File: config.mk
export PLATFORM = sky130hd
export DESIGN_NAME = bgp_vstep_seq
export DESIGN_NICKNAME = d
export VERILOG_FILES = /design/src/rtl/core/bilinear_gradient_pixel_unit_assert.svh /design/src/rtl/core/bgp_pkg.sv /design/src/rtl/core/bgp_vstep_seq.sv
export SDC_FILE = /design/constraint.sdc
export NUM_CORES = 1
export LEC_CHECK = 0
export BUFFER_PORTS_ARGS = -buffer_cell sky130_fd_sc_hd__buf_2
export CAP_MARGIN = 15
export CORE_ASPECT_RATIO = 1.5
export CORE_MARGIN = 4
export CORE_UTILIZATION = 55
export CTS_BUF_LIST = sky130_fd_sc_hd__clkbuf_4 sky130_fd_sc_hd__clkbuf_8 sky130_fd_sc_hd__clkbuf_16
export CTS_CLUSTER_SIZE = 14
export DETAILED_ROUTE_END_ITERATION = 10
export GPL_TIMING_DRIVEN = 0
export PLACE_DENSITY = 0.84
export SLEW_MARGIN = 0
export SYNTH_ARGS = -nofsm -noshare
export SYNTH_HDL_FRONTEND = slang
export SYNTH_SLANG_ARGS = --single-unit
File: constraint.sdc
create_clock -name clock -period 7.4 [get_ports clock]
set_input_delay 1.48 -clock clock [delete_from_list [all_inputs] [get_ports clock]]
set_output_delay 1.48 -clock clock [all_outputs]
set_load 0.02 [all_outputs]
File: src/rtl/core/bilinear_gradient_pixel_unit_assert.svh
// Assertion macros for the gradient pixel unit.
// Both expect signals named clock and reset in the enclosing module.
`ifndef BILINEAR_GRADIENT_PIXEL_UNIT_ASSERT_SVH
`define BILINEAR_GRADIENT_PIXEL_UNIT_ASSERT_SVH

// Same-cycle implication.
`define BGP_ASSERT_NOW(label, ante, cons) \
   label: assert property (@(posedge clock) disable iff (reset) (ante) |-> (cons)) \
      else $error("bgp same-cycle check failed");

// Next-cycle implication.
`define BGP_ASSERT_NEXT(label, ante, cons) \
   label: assert property (@(posedge clock) disable iff (reset) (ante) |=> (cons)) \
      else $error("bgp next-cycle check failed");

`endif

File: src/rtl/core/bgp_pkg.sv
`default_nettype none
package bgp_pkg;

   localparam int FRAC_BITS          = 16;
   localparam int CHAN_W             = 8;
   localparam int NUM_CHANS          = 3;
   localparam int NUM_CORNERS        = 4;
   localparam int COORD_W            = 12;
   localparam int SIZE_W             = 13;
   localparam int DIV_W              = 12;
   localparam int COLOUR_W           = NUM_CHANS * CHAN_W;
   localparam int ARGB_W             = COLOUR_W + CHAN_W;
   localparam int NUM_W              = CHAN_W + FRAC_BITS;
   localparam int STEP_W             = NUM_W + 1;
   localparam int MUL_W              = COORD_W + NUM_W;
   localparam int SUM_W              = MUL_W + 2;
   localparam int DIV_BITS_PER_STAGE = 4;
   localparam int DIV_STAGES         = NUM_W / DIV_BITS_PER_STAGE;
   localparam int BIT_CNT_W          = $clog2(NUM_W);
   localparam int CSR_IDX_W          = 3;
   localparam int CSR_DATA_W         = COLOUR_W;
   localparam int MIN_SIZE           = 2;
   localparam int MAX_SIZE           = 4096;

   localparam logic [CHAN_W-1:0] ALPHA = 8'hFF;

   // Corner order in the colour array
   localparam int CORNER_TL = 0;
   localparam int CORNER_BL = 1;
   localparam int CORNER_TR = 2;
   localparam int CORNER_BR = 3;

   localparam logic [SIZE_W-1:0]   RESET_WIDTH        = 13'd2388;
   localparam logic [SIZE_W-1:0]   RESET_HEIGHT       = 13'd1512;
   localparam logic [COLOUR_W-1:0] RESET_TOP_LEFT     = 24'hCCBAAE;
   localparam logic [COLOUR_W-1:0] RESET_BOTTOM_LEFT  = 24'hC1482F;
   localparam logic [COLOUR_W-1:0] RESET_TOP_RIGHT    = 24'hC1482F;
   localparam logic [COLOUR_W-1:0] RESET_BOTTOM_RIGHT = 24'hCCBAAE;

   typedef enum logic [CSR_IDX_W-1:0] {
      REG_WIDTH        = 3'd0,
      REG_HEIGHT       = 3'd1,
      REG_TOP_LEFT     = 3'd2,
      REG_BOTTOM_LEFT  = 3'd3,
      REG_TOP_RIGHT    = 3'd4,
      REG_BOTTOM_RIGHT = 3'd5
   } csr_index_type;

   typedef struct packed {
      logic [COORD_W-1:0] column;
      logic [COORD_W-1:0] row;
   } req_beat_type;

   typedef struct packed {
      logic [CHAN_W-1:0] red;
      logic [CHAN_W-1:0] green;
      logic [CHAN_W-1:0] blue;
      logic [ARGB_W-1:0] argb_word;
   } rsp_beat_type;

   typedef struct packed {
      logic [SIZE_W-1:0]                     width;
      logic [SIZE_W-1:0]                     height;
      logic [NUM_CORNERS-1:0][COLOUR_W-1:0]  colour;
   } cfg_type;

   // step[0] is the left edge, step[1] the right edge, per channel
   typedef struct packed {
      logic                                  busy;
      logic [1:0][NUM_CHANS-1:0][STEP_W-1:0] step;
   } vstep_type;

   typedef struct packed {
      logic [DIV_W-1:0] rem;
      logic [NUM_W-1:0] num;
   } div_state_type;

   typedef struct packed {
      logic [NUM_CHANS-1:0][NUM_W-1:0] left;
      logic [COORD_W-1:0]              col;
      logic [NUM_CHANS-1:0]            neg;
      div_state_type [NUM_CHANS-1:0]   div;
   } hdiv_beat_type;

   function automatic logic [CHAN_W-1:0] chan_of(logic [COLOUR_W-1:0] colour, int ch);
      return colour[(NUM_CHANS - 1 - ch) * CHAN_W +: CHAN_W];
   endfunction

   // Clamp a size register and return size minus one
   function automatic logic [DIV_W-1:0] eff_div(logic [SIZE_W-1:0] v);
      logic [SIZE_W-1:0] m;
      if (v < SIZE_W'(MIN_SIZE)) begin
         m = SIZE_W'(MIN_SIZE);
      end else if (v > SIZE_W'(MAX_SIZE)) begin
         m = SIZE_W'(MAX_SIZE);
      end else begin
         m = v;
      end
      m = m - SIZE_W'(1);
      return m[DIV_W-1:0];
   endfunction

   // One restoring division step; quotient bits shift in at the bottom of num
   function automatic div_state_type div_step(div_state_type s, logic [DIV_W-1:0] d);
      logic [DIV_W:0] shifted;
      logic [DIV_W:0] diff;
      div_state_type  r;
      shifted = {s.rem, s.num[NUM_W-1]};
      diff    = shifted - {1'b0, d};
      if (shifted >= {1'b0, d}) begin
         r.rem = diff[DIV_W-1:0];
         r.num = {s.num[NUM_W-2:0], 1'b1};
      end else begin
         r.rem = shifted[DIV_W-1:0];
         r.num = {s.num[NUM_W-2:0], 1'b0};
      end
      return r;
   endfunction

endpackage
`default_nettype wire

File: src/rtl/core/bgp_vstep_seq.sv
`default_nettype none
module bgp_vstep_seq (
   input  logic                           clock,
   input  logic                           reset,
   input  logic                           restart,
   input  bgp_pkg::cfg_type               cfg,
   input  logic [bgp_pkg::DIV_W-1:0]      hdiv,
   output bgp_pkg::vstep_type             vstep
);

   typedef enum logic [1:0] {
      S_IDLE,
      S_LOAD,
      S_RUN,
      S_STORE
   } state_type;

   state_type                             state_ff;
   logic                                  side_ff;
   logic [1:0]                            chan_ff;
   logic [bgp_pkg::BIT_CNT_W-1:0]         bit_ff;
   logic                                  neg_ff;
   bgp_pkg::div_state_type                div_ff;
   bgp_pkg::div_state_type                div_in;
   logic [1:0][bgp_pkg::NUM_CHANS-1:0][bgp_pkg::STEP_W-1:0] step_ff;

   logic [bgp_pkg::CHAN_W-1:0]            top_val;
   logic [bgp_pkg::CHAN_W-1:0]            bot_val;
   logic [bgp_pkg::CHAN_W-1:0]            mag;

   always_comb begin
      top_val = bgp_pkg::chan_of(cfg.colour[side_ff ? bgp_pkg::CORNER_TR : bgp_pkg::CORNER_TL],
                                 int'(chan_ff));
      bot_val = bgp_pkg::chan_of(cfg.colour[side_ff ? bgp_pkg::CORNER_BR : bgp_pkg::CORNER_BL],
                                 int'(chan_ff));
      mag     = (bot_val >= top_val) ? bot_val - top_val : top_val - bot_val;
      div_in  = bgp_pkg::div_step(div_ff, hdiv);
   end

   always_ff @(posedge clock) begin
      if (reset || restart) begin
         state_ff <= S_LOAD;
         side_ff  <= 1'b0;
         chan_ff  <= 2'd0;
      end else begin
         case (state_ff)
            S_LOAD: begin
               neg_ff     <= bot_val < top_val;
               div_ff.rem <= '0;
               div_ff.num <= {mag, {bgp_pkg::FRAC_BITS{1'b0}}};
               bit_ff     <= '0;
               state_ff   <= S_RUN;
            end
            S_RUN: begin
               div_ff <= div_in;
               bit_ff <= bit_ff + bgp_pkg::BIT_CNT_W'(1);
               if (bit_ff == bgp_pkg::BIT_CNT_W'(bgp_pkg::NUM_W - 1)) begin
                  state_ff <= S_STORE;
               end
            end
            S_STORE: begin
               step_ff[side_ff][chan_ff] <= neg_ff ?
                  bgp_pkg::STEP_W'(0) - {1'b0, div_ff.num} : {1'b0, div_ff.num};
               if (chan_ff == 2'(bgp_pkg::NUM_CHANS - 1)) begin
                  chan_ff <= 2'd0;
                  if (side_ff) begin
                     state_ff <= S_IDLE;
                  end else begin
                     side_ff  <= 1'b1;
                     state_ff <= S_LOAD;
                  end
               end else begin
                  chan_ff  <= chan_ff + 2'd1;
                  state_ff <= S_LOAD;
               end
            end
            S_IDLE: begin
               state_ff <= S_IDLE;
            end
            default: begin
               state_ff <= S_IDLE;
            end
         endcase
      end
   end

   assign vstep.busy = (state_ff != S_IDLE);
   assign vstep.step = step_ff;

endmodule
`default_nettype wire

=== Yosys cells after proc, flatten, opt, wreduce, memory -nomap -nowiden ===
Index checks and enable logic that the tools add are counted.

* Bits in registers: 197
* Input bits: 137
* Output and inout port bits: 151
* Logic and storage cells: 71

* Add/subtract/negate cells: 7
* $lt $le $gt $ge: 9
* Equal/unequal tests: 6
* Shift operators: 2
* Mux-type cells: 23
* Bitwise logic cells: 1
* Reduce and logical (&&, ||, !) cells: 10

{| class="wikitable"
|+ Operators by type and width
! kind !! count
|-
| 150-bit bitwise mux || 1
|-
| 24-bit binary-select mux with 2-bit select || 2
|-
| 24-bit two-way mux || 4
|-
| 75-bit demux with 1-bit select || 1
|-
| 75-bit two-way mux || 1
|-
| 36-bit one-hot mux with 2 select lines || 1
|-
| 25-bit demux with 2-bit select || 1
|-
| 25-bit two-way mux || 2
|-
| 24-bit by 6-bit variable part select with 8-bit output || 2
|-
| 36-bit two-way mux || 1
|-
| 1-bit by 24-bit subtractor with 25-bit output, first input constant || 1
|-
| 8-bit subtractor || 2
|-
| 13-bit by 12-bit >= comparator with 1-bit output || 1
|-
| 12-bit subtractor || 1
|-
| 2-bit two-way mux || 5
|-
| 5-bit one-hot mux with 2 select lines || 1
|-
| 2-bit by 3-bit less-than comparator with 1-bit output, second input constant || 3
|-
| 8-bit >= comparator || 1
|-
| 8-bit less-than comparator || 1
|-
| 8-bit two-way mux || 1
|-
| 2-bit one-hot mux with 4 select lines || 1
|-
| 2-bit AND reduction || 4
|-
| 2-bit == test, second input constant || 3
|-
| 5-bit by 1-bit adder with 5-bit output, second input constant || 1
|-
| other kinds (14) || 16
|}

=== Depth between registers and ports, before layout ===
* Word-level depth: 8
* Mapped depth: 20
* Mapped depth without buffers: 15

=== Least setup slack after synthesis ===
No wires, ideal clock.

* Kind: flip-flop to flip-flop
* From: register chan_ff[0]
* To: register div_ff[18] in the netlist's numbering (data pin)
* Setup time: 0.260 ns
* Arrival time: 4.136 ns
* Data required time: 7.140 ns
* Slack: 3.004 ns
* Cell stages (with the launch flop): 18
* Buffers on the path: 5
* Period minus slack after synthesis: 4.396 ns
* Cell sequence: dfxtp_1 clkinv_1 clkbuf_1 ha_1 clkbuf_1 clkbuf_1 mux4_2 a22oi_1 nor2_1 ha_1 clkbuf_1 a21oi_1 o21ai_0 a21oi_1 clkbuf_1 mux2i_1 xor2_1 mux2_2

* Longest elaborated chain between the ends: 5
* Elaborated cells between the ends (all ways): 8
* Classes of those cells: 3 x add/sub; 1 x order compare; 2 x shift; 2 x mux

{| class="wikitable"
|+ RTL lines
! element !! line !! source
|-
| start: declaration || bgp_vstep_seq.sv:20 || <nowiki>logic [1:0] chan_ff;</nowiki>
|-
| start signal: assignment || bgp_vstep_seq.sv:73 || <nowiki>chan_ff <= chan_ff + 2'd1;</nowiki>
|-
| 2-bit by 2-bit subtractor with 3-bit output * || bgp_pkg.sv:86 || <nowiki>return colour[(NUM_CHANS - 1 - ch) * CHAN_W +: CHAN_W];</nowiki>
|-
| 24-bit by 6-bit variable part select with 8-bit output || bgp_pkg.sv:86 ||
|-
| 8-bit subtractor or 8-bit >= comparator (tied branches) || bgp_vstep_seq.sv:36 || <nowiki>mag = (bot_val >= top_val) ? bot_val - top_val : top_val - bot_val;</nowiki>
|-
| 8-bit two-way mux * || bgp_vstep_seq.sv:36 ||
|-
| 36-bit one-hot mux with 2 select lines * || bgp_vstep_seq.sv:46 || <nowiki>case (state_ff)</nowiki>
|-
| end signal: assignment || bgp_vstep_seq.sv:55 || <nowiki>div_ff <= div_in;</nowiki>
|-
| end: declaration || bgp_vstep_seq.sv:23 || <nowiki>bgp_pkg::div_state_type div_ff;</nowiki>
|}

Every way passes the cells marked *; elsewhere a longest branch is shown, timed or not.
A chain may end at the register's enable or synchronous reset.

=== Worst setup path after layout ===
* From: register chan_ff[0]
* To: register div_ff[23] in the netlist's numbering (data pin)

Same word-level chain as after synthesis.

==> metrics.txt <==
CP Max Fanout=12; Synth Flop Type=edfxtp_1; area grow syn2layout=25.5%; area of the core=0.0163 mm^2; die area=0.0188 mm^2; initial antenna violation count=0; wire length on met3=1.13 mm; WL final=20.7 mm; Die H=166 um; initial DRC count=287; Least-Margin Pin Slew=0.850 ns; Post-CTS Setup Bufs=0; Via density=5.41; die width=113 um; library cells used by synthesis=50; Starting Density=56.4%; commonest non-fill, non-tap cell in the layout=buf_2; Ys Warns=0; Leakage=4.56 nW; Clock Latency Late Sink=0.43 ns; antenna-violating nets left=0; RD Place Congestion=0.880; TritonCTS Buffers=17; row count=57; final hold violation count=0; Clock Path Buffers=2; Setup CP Type=flip-flop to flip-flop; total I/O pin count=288; Max Cap Violations=0; crit share post-route=73.5%; Met2 Wirelength=11.6 mm; Remaining DRCs=0; compound-cell area share of the yosys netlist=8.05%; Fin Clk Skew=0.0100 ns; Total GRT Usage=22.4%; Via Count=6252; vias in the first global route=6616; drt pass-1 iters=5; power per standard cell area=214 mW/mm^2; Crit. End Element=flip-flop; highest metal used=met4; Post-Route M1 WL=7.44 mm; Design Power=0.00246 W; share of synthesized registers carrying an async set or reset=0%; worst ir drop on vdd=155 uV; adder-cell share of the synthesized area=5.98%; Synth Area in XOR/XNOR=3.72%; # nets final=1115; syn_nets=828; cell area after placement=0.0109 mm^2; worst hold path class=flip-flop to flip-flop; CTS Sinks=197; WL per Instance=17.9 um; post-synthesis mux area share=7.15%; crit path launch type=flip-flop; #FFs+latches synth=197; largest family of logic cells by synthesized area=simple AND/OR/NAND/NOR gates; critical path data required time=7.57 ns; status=completed; min Tclk post-route=5.44 ns; Arr. time, crit path=5.60 ns; # port buffers=261; Post-Syn Area per Cell=14.1 um^2; CTS resizes=0; number of enable-type register cells in the synthesized netlist=192; ant diodes=0; largest net degree at the start of global routing=35; hpwl dp=16.1 mm; TritonCTS clock tree=built; GRT Residual Overflow=0; first-pass GRT wire length=33.1 mm; simple-gate share of the synthesized area=8.72%; RSZ-0062 raised after global routing=false; DP Worst Slack=1.95 ns; Cells after Synth=649; Synth Cell Area=0.00917 mm^2; clock-pin slew on the worst setup and hold paths=0.08 ns; layout cells sized above 1=36.1%; H-Tree Depth=4; fmax=184 MHz; final instance area=0.0115 mm^2; post-layout worst setup margin=1.96 ns; # setup viols final=0; register area share after synthesis=64.0%; Slew Limit Fails=0; utilization after layout=70.8%; most frequent cells in the layout=buf_2, edfxtp_1, nand2_1, ha_1, inv_1; CTS root buf=clkbuf_16; setup TNS=0 ns; normalized max-slew margin=42.8%; hold-fix buffer count after cts=0
-- cell families (layout without fill, tap and decap cells) --
| kind of cell | after synthesis | count (layout) |
|---|---|---|
| flops | 197 | 197 |
| simple gates | 156 | 156 |
| compound gates | 113 | 113 |
| buf+inv | 59 | 359 |
| mux | 43 | 43 |
| fa+ha+maj | 42 | 42 |
| xor+xnor | 39 | 39 |
-- worst paths after layout --
kind / from / endpoint / slack [ns] / depth (start not counted)
min reg2reg: chan_ff[1] / chan_ff[1] / 0.59 / 2
min: chan_ff[1] / chan_ff[1] / 0.59 / 2
max reg2reg: chan_ff[0] / div_ff[23] / 1.96 / 18
max: chan_ff[0] / div_ff[23] / 1.96 / 18
-- cell type report --
type	count	area [um^2]
fillers	1122	4750
clock inverters	14	153
inverters	36	135
clock buffers	18	433
repair buffers	268	1490
plain buffers	23	86.3
multi-input cells	393	3080
well taps	206	258
flip-flops and latches	197	5870
-- per-layer routing --
layer | up-vias | global-route usage (%)
met5 | - | 0
met4 | 0 | 8.58
met3 | 39 | 3.65
met2 | 269 | 43.0
met1 | 2943 | 24.1
li1 | 3001 | -
-- registers in the layout, summed over array words and instances, names as in the netlist --
register and count:
state_ff 2, neg_ff 1, vstep 150, div_ff 36, bit_ff 5, side_ff 1
chan_ff 2
-- critical path: stages, from the launching register on --
cell	delay (ns)
dfxtp_1	0.47
clkinv_1	0.26
clkbuf_1	0.33
ha_1	0.39
clkbuf_1	0.34
clkbuf_1	0.51
mux4_2	0.40
a22oi_1	0.27
nor2_1	0.10
ha_1	0.30
clkbuf_1	0.19
a21oi_1	0.15
o21ai_0	0.11
a21oi_1	0.23
clkbuf_1	0.45
o311ai_0	0.26
nand3_1	0.16
xnor2_1	0.14
o21ai_0	0.09
-- cells in the mapped netlist (all sizes together), types with 2 or more instances --
master    n  area [um^2]
mux2i     7         70.1
and2     26          163
nor2b     6         37.5
o31ai     7         66.3
mux4     16          360
o22ai     3         18.8
a211oi    3         22.5
fa        3         60.1
nor4      2         12.5
mux2     20          225
nor2     33          124
xnor2    34          298
dfxtp     5          100
clkbuf   23         86.3
o211a     2         20.0
a211o     2         17.5
o41ai     2         17.5
ha       39          488
nand4     3         18.8
nand2    39          146
inv      35          131
and4      4         35.0
edfxtp  192         5770
nand2b   12         75.1
o21ai    31          155
a21oi    25          125
xor2      5         43.8
a22oi    16          120
o21a      4         30.0
or2       2         12.5
nor3     11         55.1
a21o      4         30.0
a21boi    8         63.8
nand3     7         35.0
or3       5         31.3
-- where the power goes --
group,internal [W],switching [W],leakage (nW)
clock,0.000459,0.000435,0.289
combinational,0.000128,0.000159,2.48
sequential,0.00126,0.0000163,1.79
-- metrics by stage --
stage	hold slack, ns	instances
after floorplan	0.524	649
after global placement	0.567	1116
after detailed placement	0.581	1123
after CTS	0.596	1155
after global routing	0.630	1155
final	0.587	1155
No activity file was read; power rests on OpenSTA's default activity.
