File: src/rtl/core/bilinear_gradient_pixel_unit_assert.svh
// Assertion macros for the gradient pixel unit.
// Both expect signals named clock and reset in the enclosing module.
`ifndef BILINEAR_GRADIENT_PIXEL_UNIT_ASSERT_SVH
`define BILINEAR_GRADIENT_PIXEL_UNIT_ASSERT_SVH

// Same-cycle implication.
`define BGP_ASSERT_NOW(label, ante, cons) \
   label: assert property (@(posedge clock) disable iff (reset) (ante) |-> (cons)) \
      else $error("bgp same-cycle check failed");

// Next-cycle implication.
`define BGP_ASSERT_NEXT(label, ante, cons) \
   label: assert property (@(posedge clock) disable iff (reset) (ante) |=> (cons)) \
      else $error("bgp next-cycle check failed");

`endif

File: src/rtl/core/bgp_pkg.sv
`default_nettype none
package bgp_pkg;

   localparam int FRAC_BITS          = 16;
   localparam int CHAN_W             = 8;
   localparam int NUM_CHANS          = 3;
   localparam int NUM_CORNERS        = 4;
   localparam int COORD_W            = 12;
   localparam int SIZE_W             = 13;
   localparam int DIV_W              = 12;
   localparam int COLOUR_W           = NUM_CHANS * CHAN_W;
   localparam int ARGB_W             = COLOUR_W + CHAN_W;
   localparam int NUM_W              = CHAN_W + FRAC_BITS;
   localparam int STEP_W             = NUM_W + 1;
   localparam int MUL_W              = COORD_W + NUM_W;
   localparam int SUM_W              = MUL_W + 2;
   localparam int DIV_BITS_PER_STAGE = 4;
   localparam int DIV_STAGES         = NUM_W / DIV_BITS_PER_STAGE;
   localparam int BIT_CNT_W          = $clog2(NUM_W);
   localparam int CSR_IDX_W          = 3;
   localparam int CSR_DATA_W         = COLOUR_W;
   localparam int MIN_SIZE           = 2;
   localparam int MAX_SIZE           = 4096;

   localparam logic [CHAN_W-1:0] ALPHA = 8'hFF;

   // Corner order in the colour array
   localparam int CORNER_TL = 0;
   localparam int CORNER_BL = 1;
   localparam int CORNER_TR = 2;
   localparam int CORNER_BR = 3;

   localparam logic [SIZE_W-1:0]   RESET_WIDTH        = 13'd2388;
   localparam logic [SIZE_W-1:0]   RESET_HEIGHT       = 13'd1512;
   localparam logic [COLOUR_W-1:0] RESET_TOP_LEFT     = 24'hCCBAAE;
   localparam logic [COLOUR_W-1:0] RESET_BOTTOM_LEFT  = 24'hC1482F;
   localparam logic [COLOUR_W-1:0] RESET_TOP_RIGHT    = 24'hC1482F;
   localparam logic [COLOUR_W-1:0] RESET_BOTTOM_RIGHT = 24'hCCBAAE;

   typedef enum logic [CSR_IDX_W-1:0] {
      REG_WIDTH        = 3'd0,
      REG_HEIGHT       = 3'd1,
      REG_TOP_LEFT     = 3'd2,
      REG_BOTTOM_LEFT  = 3'd3,
      REG_TOP_RIGHT    = 3'd4,
      REG_BOTTOM_RIGHT = 3'd5
   } csr_index_type;

   typedef struct packed {
      logic [COORD_W-1:0] column;
      logic [COORD_W-1:0] row;
   } req_beat_type;

   typedef struct packed {
      logic [CHAN_W-1:0] red;
      logic [CHAN_W-1:0] green;
      logic [CHAN_W-1:0] blue;
      logic [ARGB_W-1:0] argb_word;
   } rsp_beat_type;

   typedef struct packed {
      logic [SIZE_W-1:0]                     width;
      logic [SIZE_W-1:0]                     height;
      logic [NUM_CORNERS-1:0][COLOUR_W-1:0]  colour;
   } cfg_type;

   // step[0] is the left edge, step[1] the right edge, per channel
   typedef struct packed {
      logic                                  busy;
      logic [1:0][NUM_CHANS-1:0][STEP_W-1:0] step;
   } vstep_type;

   typedef struct packed {
      logic [DIV_W-1:0] rem;
      logic [NUM_W-1:0] num;
   } div_state_type;

   typedef struct packed {
      logic [NUM_CHANS-1:0][NUM_W-1:0] left;
      logic [COORD_W-1:0]              col;
      logic [NUM_CHANS-1:0]            neg;
      div_state_type [NUM_CHANS-1:0]   div;
   } hdiv_beat_type;

   function automatic logic [CHAN_W-1:0] chan_of(logic [COLOUR_W-1:0] colour, int ch);
      return colour[(NUM_CHANS - 1 - ch) * CHAN_W +: CHAN_W];
   endfunction

   // Clamp a size register and return size minus one
   function automatic logic [DIV_W-1:0] eff_div(logic [SIZE_W-1:0] v);
      logic [SIZE_W-1:0] m;
      if (v < SIZE_W'(MIN_SIZE)) begin
         m = SIZE_W'(MIN_SIZE);
      end else if (v > SIZE_W'(MAX_SIZE)) begin
         m = SIZE_W'(MAX_SIZE);
      end else begin
         m = v;
      end
      m = m - SIZE_W'(1);
      return m[DIV_W-1:0];
   endfunction

   // One restoring division step; quotient bits shift in at the bottom of num
   function automatic div_state_type div_step(div_state_type s, logic [DIV_W-1:0] d);
      logic [DIV_W:0] shifted;
      logic [DIV_W:0] diff;
      div_state_type  r;
      shifted = {s.rem, s.num[NUM_W-1]};
      diff    = shifted - {1'b0, d};
      if (shifted >= {1'b0, d}) begin
         r.rem = diff[DIV_W-1:0];
         r.num = {s.num[NUM_W-2:0], 1'b1};
      end else begin
         r.rem = shifted[DIV_W-1:0];
         r.num = {s.num[NUM_W-2:0], 1'b0};
      end
      return r;
   endfunction

endpackage
`default_nettype wire

File: src/rtl/core/bgp_hdiv_stage.sv
`default_nettype none
module bgp_hdiv_stage (
   input  logic                       clock,
   input  logic                       reset,
   input  logic                       advance,
   input  logic                       in_valid,
   input  bgp_pkg::hdiv_beat_type     in_beat,
   input  logic [bgp_pkg::DIV_W-1:0]  divisor,
   output logic                       out_valid,
   output bgp_pkg::hdiv_beat_type     out_beat
);

   logic                   valid_ff;
   bgp_pkg::hdiv_beat_type beat_ff;
   bgp_pkg::hdiv_beat_type beat_in;

   always_comb begin
      beat_in = in_beat;
      for (int ch = 0; ch < bgp_pkg::NUM_CHANS; ch++) begin
         for (int k = 0; k < bgp_pkg::DIV_BITS_PER_STAGE; k++) begin
            beat_in.div[ch] = bgp_pkg::div_step(beat_in.div[ch], divisor);
         end
      end
   end

   always_ff @(posedge clock) begin
      if (reset) begin
         valid_ff <= 1'b0;
      end else if (advance) begin
         valid_ff <= in_valid;
      end
   end

   always_ff @(posedge clock) begin
      if (advance) begin
         beat_ff <= beat_in;
      end
   end

   assign out_valid = valid_ff;
   assign out_beat  = beat_ff;

endmodule
`default_nettype wire

File: config.mk
export PLATFORM = sky130hd
export DESIGN_NAME = bgp_hdiv_stage
export DESIGN_NICKNAME = d
export VERILOG_FILES = /design/src/rtl/core/bilinear_gradient_pixel_unit_assert.svh /design/src/rtl/core/bgp_pkg.sv /design/src/rtl/core/bgp_hdiv_stage.sv
export SDC_FILE = /design/constraint.sdc
export NUM_CORES = 1
export LEC_CHECK = 0
export BUFFER_PORTS_ARGS = -buffer_cell sky130_fd_sc_hd__buf_2
export CORE_MARGIN = 1
export CORE_UTILIZATION = 35
export CTS_CLUSTER_DIAMETER = 100
export DETAILED_ROUTE_END_ITERATION = 7
export GPL_ROUTABILITY_DRIVEN = 1
export HOLD_SLACK_MARGIN = 0.06
export PLACE_DENSITY = 0.68
export REMOVE_ABC_BUFFERS = 1
export SLEW_MARGIN = 20
export SYNTH_ARGS = -nofsm -noshare
export SYNTH_HDL_FRONTEND = slang
export SYNTH_SLANG_ARGS = --single-unit
File: constraint.sdc
create_clock -name clock -period 26.8 [get_ports clock]
set_input_delay 0 -clock clock [delete_from_list [all_inputs] [get_ports clock]]
set_output_delay 0 -clock clock [all_outputs]
set_load 0.01 [all_outputs]
**Yosys cells after proc, flatten, opt, wreduce, memory -nomap -nowiden**

Cells that the tools add are included.
Widths: inputs -> output; s select.

- Bits in registers: 196
- Output and inout bits: 196
- Bits of input ports: 211
- Logic and storage cells: 48

- Multiplexer cells: 12
- Order comparisons: 12
- Add/sub/neg operators: 12

Operators by type and width:

| operator | number |
|---|---|
| $mux 36 | 12 |
| $ge 13x12->1 | 12 |
| $sub 12x12->12 | 12 |

**Logic depth before layout (Yosys ltp)**

Gate-level depths: netlist of run 1.

- Depth after elaboration: 8
- Gate-level depth with buffers: 46

**Least setup slack after synthesis of run 1**

OpenSTA, ideal clock, no wires.

- Kind: input to register
- Start point: input divisor[1] in the netlist's numbering
- End point: register beat_ff (netlist bit out_beat[100]) (data pin)
- Path buffers: 4
- Library setup time: 0.260 ns
- Arrival time: 8.885 ns
- Stages: 43
- Slack: 17.655 ns
- Path through: inv_1 > ha_1 > nor2b_1 > o31ai_1 > a21o_1 > a21oi_1 > a21oi_1 > clkbuf_1 > nor2_1 > a21oi_1 > inv_1 > ha_1 > nor2b_1 > o31a_1 > o211ai_1 > a21oi_1 > or2_2 > a211oi_2 > [... 7 more ...] > a21o_1 > or2_2 > a2111oi_0 > o21ai_1 > buf_2 > a21oi_1 > ha_1 > nor2b_1 > o21ai_0 > a21boi_0 > o21ai_0 > a21oi_1 > nand4_1 > a41oi_1 > nor3_1 > o211ai_2 > buf_2 > mux2_2

RTL lines:

| what | line | RTL |
|---|---|---|
| start: declaration | bgp_hdiv_stage.sv:8 | `input logic [bgp_pkg::DIV_W-1:0] divisor,` |
| end signal: assignment | bgp_hdiv_stage.sv:36 | `beat_ff <= beat_in;` |
| end: declaration | bgp_hdiv_stage.sv:14 | `bgp_pkg::hdiv_beat_type beat_ff;` |

==> run metrics, run 1 <==
count of flip-flops with a built-in enable after synthesis slightly below 200; via count of the first global-routing pass roughly 12000; remaining global-route overflow 0; overall track demand over capacity in global routing 22.7%; area taken by flip-flops and latches 5880 µm²; initial antenna violation count 7; worst-path cell with the longest stage delay sky130_fd_sc_hd__a31oi_2; worst-case headroom to the max-slew limit between 30% and 40%; insertion delay to the later sink of the worst-skew pair 0.46 ns; critical path data arrival time 10.49 ns; longest individual stage delay on the worst path 0.78 ns; setup repair after global routing missed its margin no; largest driver fanout on the critical path 21; area of the mapped netlist between 10000 and 15000 µm²; top_reg_cell synth sky130_fd_sc_hd__edfxtp_1; commonest non-fill, non-tap cell in the layout sky130_fd_sc_hd__buf_2; Pleak 8.26 nW; combined area of the multi-input logic cells around 7500 µm²; sink count of the clock tree 196; vias per inst 5.16; launch instance of the worst min-delay path advance; number of hold violations in the final report 0; routability-driven placement congestion ratio around 0.90; Setup crit start divisor[7]; Die Y-Extent 201 µm; worst hold path type in2reg; final slew viol count 0; end point of the critical path out_beat[26]$_DFFE_PP_; Tightest Pin Transition 1.02 ns; status finished clean; Yosys warnings 0; syn avg cell area 11.0 µm²; net count reported at finish approximately 2200; sequential power share between 20% and 30%; Die ar. 40300 µm²; Reg2Reg Setup Slack 25.67 ns; final-layout setup total negative slack 0 ns; detailed-route DRC error count 0; clock period minus final worst setup slack 10.27 ns; most numerous cell on the critical path sky130_fd_sc_hd__o21ai_0; layout cells sized above 1 slightly above 30%; setup slack at placement 16.20 ns; growth of design area from synthesis to finish 35.2%; crit start category input pin; power per standard cell area 104 nW/µm²; wire length of the first global-routing pass approximately 70 mm; Gate Count Post-Synth 1252; number of CTS-inserted buffers 17; endpoint required time on the critical path ~27 ns; r2r worst-path depth 3; Post-Route Skew 0 ns; largest net degree at the start of global routing 84; final setup violation count 0; detailed-route via count 12211; width of the die 201 µm; DR iter-0 viols ~800; launching point of the worst reg2reg path out_valid$_SDFFE_PP0P_; Avg WL per Cell ~19 µm; initial core utilization 35.6%; number of flip-flops and latches in the synthesized netlist 196; combinational share of power 63.1%; fill cell instance count of the final layout 3572; total number of H-tree levels 4; core region area 38800 µm²; clock input transition at the sequential cells of the worst setup and hold paths around 0.09 ns; Worst R2R End out_valid$_SDFFE_PP0P_; worst hold path stage count 1; Yosys cell types 73; count of pins on the block boundary 407; internal cell power 1.17 mW; share of total power in the clock network a little over an eighth; post-cts resize count 0; Overall Power 1.95 mW; standard-cell rows 72; start-to-end type of the worst setup path in2reg; Total Wirelength between 40 and 50 mm; total half-perimeter wirelength after legalization and detailed placement 34.2 mm; count of TritonRoute iterations in the first routing pass 5; switching share of power 39.6%; maximum buffer depth of the clock tree 2; post-route worst setup slack between 15 and 20 ns; share of async-settable or async-resettable flops after synthesis 0%; worst IR drop on VDD 0.0606 mV; number of port buffers around 410; ratio of final minimum period to clock period 38.3%; critical path capture point type register; Max Freq 97.4 MHz; Seq/Total Area, Yosys between 40% and 50%; NetSw a little under 800 µW; remaining antenna violation count 0; # Max-Cap Violations 0; leading cell types in the layout, fill and taps excluded sky130_fd_sc_hd__buf_2 (405), sky130_fd_sc_hd__edfxtp_1 (195), sky130_fd_sc_hd__dlygate4sd3_1 (152); CTS tree built; buffer type at the clock tree root sky130_fd_sc_hd__clkbuf_16
## area by class of cell
cell class | instances | area share (%)
Clock buffer | 17 | 2.28
Multi-Input combinational cell | 954 | 40.3
Antenna cell | 6 | 0.0804
Timing Repair Buffer | 573 | 19.7
Tap cell | 518 | 3.47
Clock inverter | 15 | 0.998
Inverter | 86 | 1.73
Sequential cell | 196 | 31.5
## critical path: cells and delay by family
kind,cells,cell delay [ns]
and+or+nand+nor,7,1.20
AOI/OAI and AO/OA,21,5.59
adders and majority gates,4,1.27
buffers and inverters,6,1.23
muxes,3,1.21
## through the flow
step                      cells  hold WS [ns]  util [%]  area, µm²
after CTS                  2359        0.0779      48.1      18700
final                      2365        0.0845      48.1      18700
after global placement     2175         0.157      42.6      16500
after global routing       2363         0.102      48.1      18700
after floorplan            1236        0.0724         -      13700
after detailed placement   2175         0.162      42.6      16500
## cells in the mapped netlist, drive strengths merged (25+ instances only)
| master | n | share of area [%] |
|---|---|---|
| edfxtp | 195 | 42 |
| ha | 144 | 13 |
| a21oi | 86 | 3.1 |
| inv | 86 | 2.3 |
| mux2 | 85 | 7.3 |
| nand2 | 81 | 2.2 |
| nor2 | 68 | 1.8 |
| o21ai | 68 | 2.5 |
| xnor2 | 57 | 3.6 |
| a21o | 37 | 2.0 |
| xor2 | 31 | 2.0 |
| nand3 | 27 | 0.98 |
| nor2b | 25 | 1.1 |
## worst min-delay path by stage
stage | to | slack [ns]
2_1_floorplan | out_valid$_SDFFE_PP0P_ | 0.07
5_1_grt | out_beat[39]$_DFFE_PP_ | 0.10
4_1_cts | out_beat[39]$_DFFE_PP_ | 0.08
3_5_place_dp | out_valid$_SDFFE_PP0P_ | 0.16
6_report | out_beat[39]$_DFFE_PP_ | 0.08
3_3_place_gp | out_valid$_SDFFE_PP0P_ | 0.16
## logic make-up after synthesis
| group | after synthesis | share of synthesized area (%) |
|---|---|---|
| buffers and inverters | 102 | 2.94 |
| AND/OR/NAND/NOR | 294 | 10.4 |
| flip-flops | 196 | 42.5 |
| XOR/XNOR | 88 | 5.58 |
| multiplexers | 104 | 8.69 |
| AO/OA/AOI/OAI | 312 | 15.1 |
| adder cells (fa/ha/maj) | 156 | 14.8 |
## power by group through the flow
stage / registers [mW] / logic (mW) / clock network (mW)
after floorplan: 0.491 / 0.893 / 0
after global placement: 0.463 / 1.19 / 0
after detailed placement: 0.463 / 1.20 / 0
after CTS: 0.457 / 1.23 / 0.270
after global routing: 0.462 / 1.36 / 0.282
final: 0.456 / 1.23 / 0.262
## layer usage
layer / up-vias / GRT usage [%] / routed length [µm]
met2: 448 / 37.7 / 22300
met5: - / 0 / 27
met3: 103 / 5.55 / 2670
met1: 5783 / 27.0 / 19000
met4: 4 / 12.1 / 2030
li1: 5873 / - / -
## timing repair
| action | CTS | global route |
|---|---|---|
| hold endpoints to repair | 151 | 0 |
| setup buffers | 0 | 0 |
| setup endpoints to repair | 0 | 0 |
| hold buffers | 152 | 0 |
## flip-flops by register name, summed over array words and instances, names as in the netlist
| name | cells |
|---|---|
| out_valid | 1 |
| out_beat | 195 |
No activity file was read; power rests on OpenSTA's default activity.
==> run 2, diff against run 1 <==
==> constraint.sdc (replaced) <==
create_clock -name clock -period 10.7 [get_ports clock]
set_input_delay 0 -clock clock [delete_from_list [all_inputs] [get_ports clock]]
set_output_delay 0 -clock clock [all_outputs]
set_load 0.01 [all_outputs]
==> run 2 against run 1 <==
Compared with the run above:
- total power increased to 2.5 times the previous value
- clock skew stayed put
- register-to-register slack worse by 16 ns
- die area stayed put
- clock power rose to 2.5 times the previous value
- hold slack got worse by 0.014 ns
==> run metrics, run 2 (same netlist as run 1, synthesis figures left out) <==
NetSw 1.92 mW (+150%); setup slack at placement 0.392 ns (-15.80 ns); clock period minus final worst setup slack 9.78 ns; status finished clean; share of total power in the clock network 13.5% (about the same); count of buffers added by post-CTS timing repair for setup 0 (unchanged); critical path capture point type register; launching point of the worst reg2reg path out_valid$_SDFFE_PP0P_; total half-perimeter wirelength after legalization and detailed placement 35.5 mm (+3.7%); Tightest Pin Transition 0.951 ns (-0.0648 ns); Reg2Reg Setup Slack 9.55 ns (-16.12 ns); growth of design area from synthesis to finish 35.4%; count of pins on the block boundary 407 (unchanged); met2 track utilization from global routing 39.4% (+1.6 points); setup repair after global routing missed its margin no; r2r worst-path depth 3 (unchanged); post-route worst setup slack 0.920 ns (-15.61 ns); overall track demand over capacity in global routing 23.2% (+0.56 points); worst-path cell with the longest stage delay sky130_fd_sc_hd__o311a_1; largest driver fanout on the critical path 18 (-14%); final setup violation count 0 (unchanged); number of CTS-inserted buffers 17 (unchanged); DR iter-0 viols 790 (-1.5%); commonest non-fill, non-tap cell in the layout sky130_fd_sc_hd__buf_2; maximum buffer depth of the clock tree 2 (unchanged); Die Y-Extent 201 µm (unchanged); count of buffer and inverter cells on the critical path 5 (-1); end point of the most critical hold path out_beat[3]$_DFFE_PP_; worst-case headroom to the max-slew limit 36.6% (+4.3 points); number of cells in the finished layout apart from fillers 2372 (+0.30%); final design utilization 48.2% (+0.077 points); initial core utilization 35.6% (unchanged); width of the die 201 µm (unchanged); Max Freq between 100 and 150 MHz; remaining antenna violation count 0 (unchanged); Inst Count DP 2183 (+0.37%); buffer type at the clock tree root sky130_fd_sc_hd__clkbuf_16; total number of H-tree levels 4 (unchanged); Worst R2R End out_valid$_SDFFE_PP0P_; global routing usage on met1 27.6% (+0.63 points); start-to-end type of the worst setup path in2reg; Avg WL per Cell 19.9 µm (+2.3%); core region area 38800 µm² (unchanged); detailed-route via count 12194 (-0.14%); number of port buffers 406 (unchanged); via count of the first global-routing pass 12187 (-1.3%); crit start category input pin; largest net degree at the start of global routing 76 (-9.5%); Die ar. 40300 µm² (unchanged); Post-Route Skew 0 ns (unchanged); power per standard cell area 262 nW/µm² (+150%); critical path data arrival time 10.01 ns (-0.48 ns); longest individual stage delay on the worst path 0.51 ns (-0.27 ns); layout cells sized above 1 30.9% (+0.19 points); final worst hold slack 0.0707 ns (-0.0139 ns); combinational share of power 63.2% (about the same); ratio of final minimum period to clock period 91.4%; internal cell power 2.98 mW (+150%); switching share of power 39.1% (-0.51 points); GRT busiest layer met2; Global Route met3 Usage 5.70% (+0.15 points); clock input transition at the sequential cells of the worst setup and hold paths 0.09 ns (about the same); routability-driven placement congestion ratio 0.903 (+0.39%); leading cell types in the layout, fill and taps excluded sky130_fd_sc_hd__buf_2 (405), sky130_fd_sc_hd__edfxtp_1 (195), sky130_fd_sc_hd__dlygate4sd3_1 (152); detailed-route DRC error count 0 (unchanged); wire length of the first global-routing pass 70.5 mm (+1.1%); flip-flop count of the largest register, all copies and words added 195 (unchanged); sequential power share 23.4% (about the same); Pleak 8.29 nW (+0.28%); worst hold path type in2reg; Total Wirelength 47.3 mm (+2.6%); endpoint required time on the critical path 10.93 ns (-16.09 ns); final slew viol count 0 (unchanged); worst hold path stage count 1 (unchanged); initial antenna violation count 8 (+1); CP delay by family, top compound AO/OA/AOI/OAI gates; final-layout setup total negative slack 0 ns (unchanged); remaining global-route overflow 0 (unchanged); vias per inst 5.14 (-0.43%); number of hold violations in the final report 0 (unchanged); insertion delay to the later sink of the worst-skew pair 0.46 ns (about the same); # Max-Cap Violations 0 (unchanged); launch instance of the worst min-delay path advance; sink count of the clock tree 196 (unchanged); CTS tree built; worst IR drop on VDD 0.158 mV (+160%); cell area after layout 18700 µm² (+0.16%); net count reported at finish 2203 (+0.36%); count of TritonRoute iterations in the first routing pass 6 (+1); standard-cell rows 72 (unchanged); placement-stage cell area 16600 µm² (+0.36%); Overall Power 4.90 mW (+150%)
[run 2: power groups by stage]
| stage | sequential (mW) | combinational [mW] | clock, mW |
|---|---|---|---|
| after floorplan | 1.23 | 2.24 | 0 |
| after global placement | 1.16 | 2.97 | 0 |
| after detailed placement | 1.16 | 3.02 | 0 |
| after CTS | 1.14 | 3.09 | 0.681 |
| after global routing | 1.16 | 3.40 | 0.705 |
| final | 1.14 | 3.09 | 0.661 |
[run 2: area by class of cell]
cell class,instances,area [µm²]
fillers,3509,20100
multi-input cells,954,7540
flip-flops and latches,196,5880
repair buffers,581,3730
well taps,518,648
clock buffers,21,440
inverters,86,323
clock inverters,11,139
diodes,5,12.5
[run 2: timing repair]
action	in CTS	in global routing
setup endpoints to repair	0	22
endpoints found under the hold margin	151	0
hold buffers	152	0
resized for setup	0	2
[run 2: worst max-delay path by stage]
stage          depth (start not counted)                endpoint       start
6_report                              40  out_beat[70]$_DFFE_PP_  divisor[1]
5_1_grt                               41  out_beat[25]$_DFFE_PP_  divisor[1]
4_1_cts                               42  out_beat[99]$_DFFE_PP_  divisor[1]
3_5_place_dp                          42  out_beat[99]$_DFFE_PP_  divisor[1]
3_3_place_gp                          38  out_beat[70]$_DFFE_PP_  divisor[1]
2_1_floorplan                         39  out_beat[25]$_DFFE_PP_  divisor[6]
[run 2: metal layers]
layer / up-vias / routed length, µm
met5: - / 37
met1: 5755 / 19600
met4: 6 / 1910
met2: 452 / 22900
li1: 5876 / -
met3: 105 / 2800
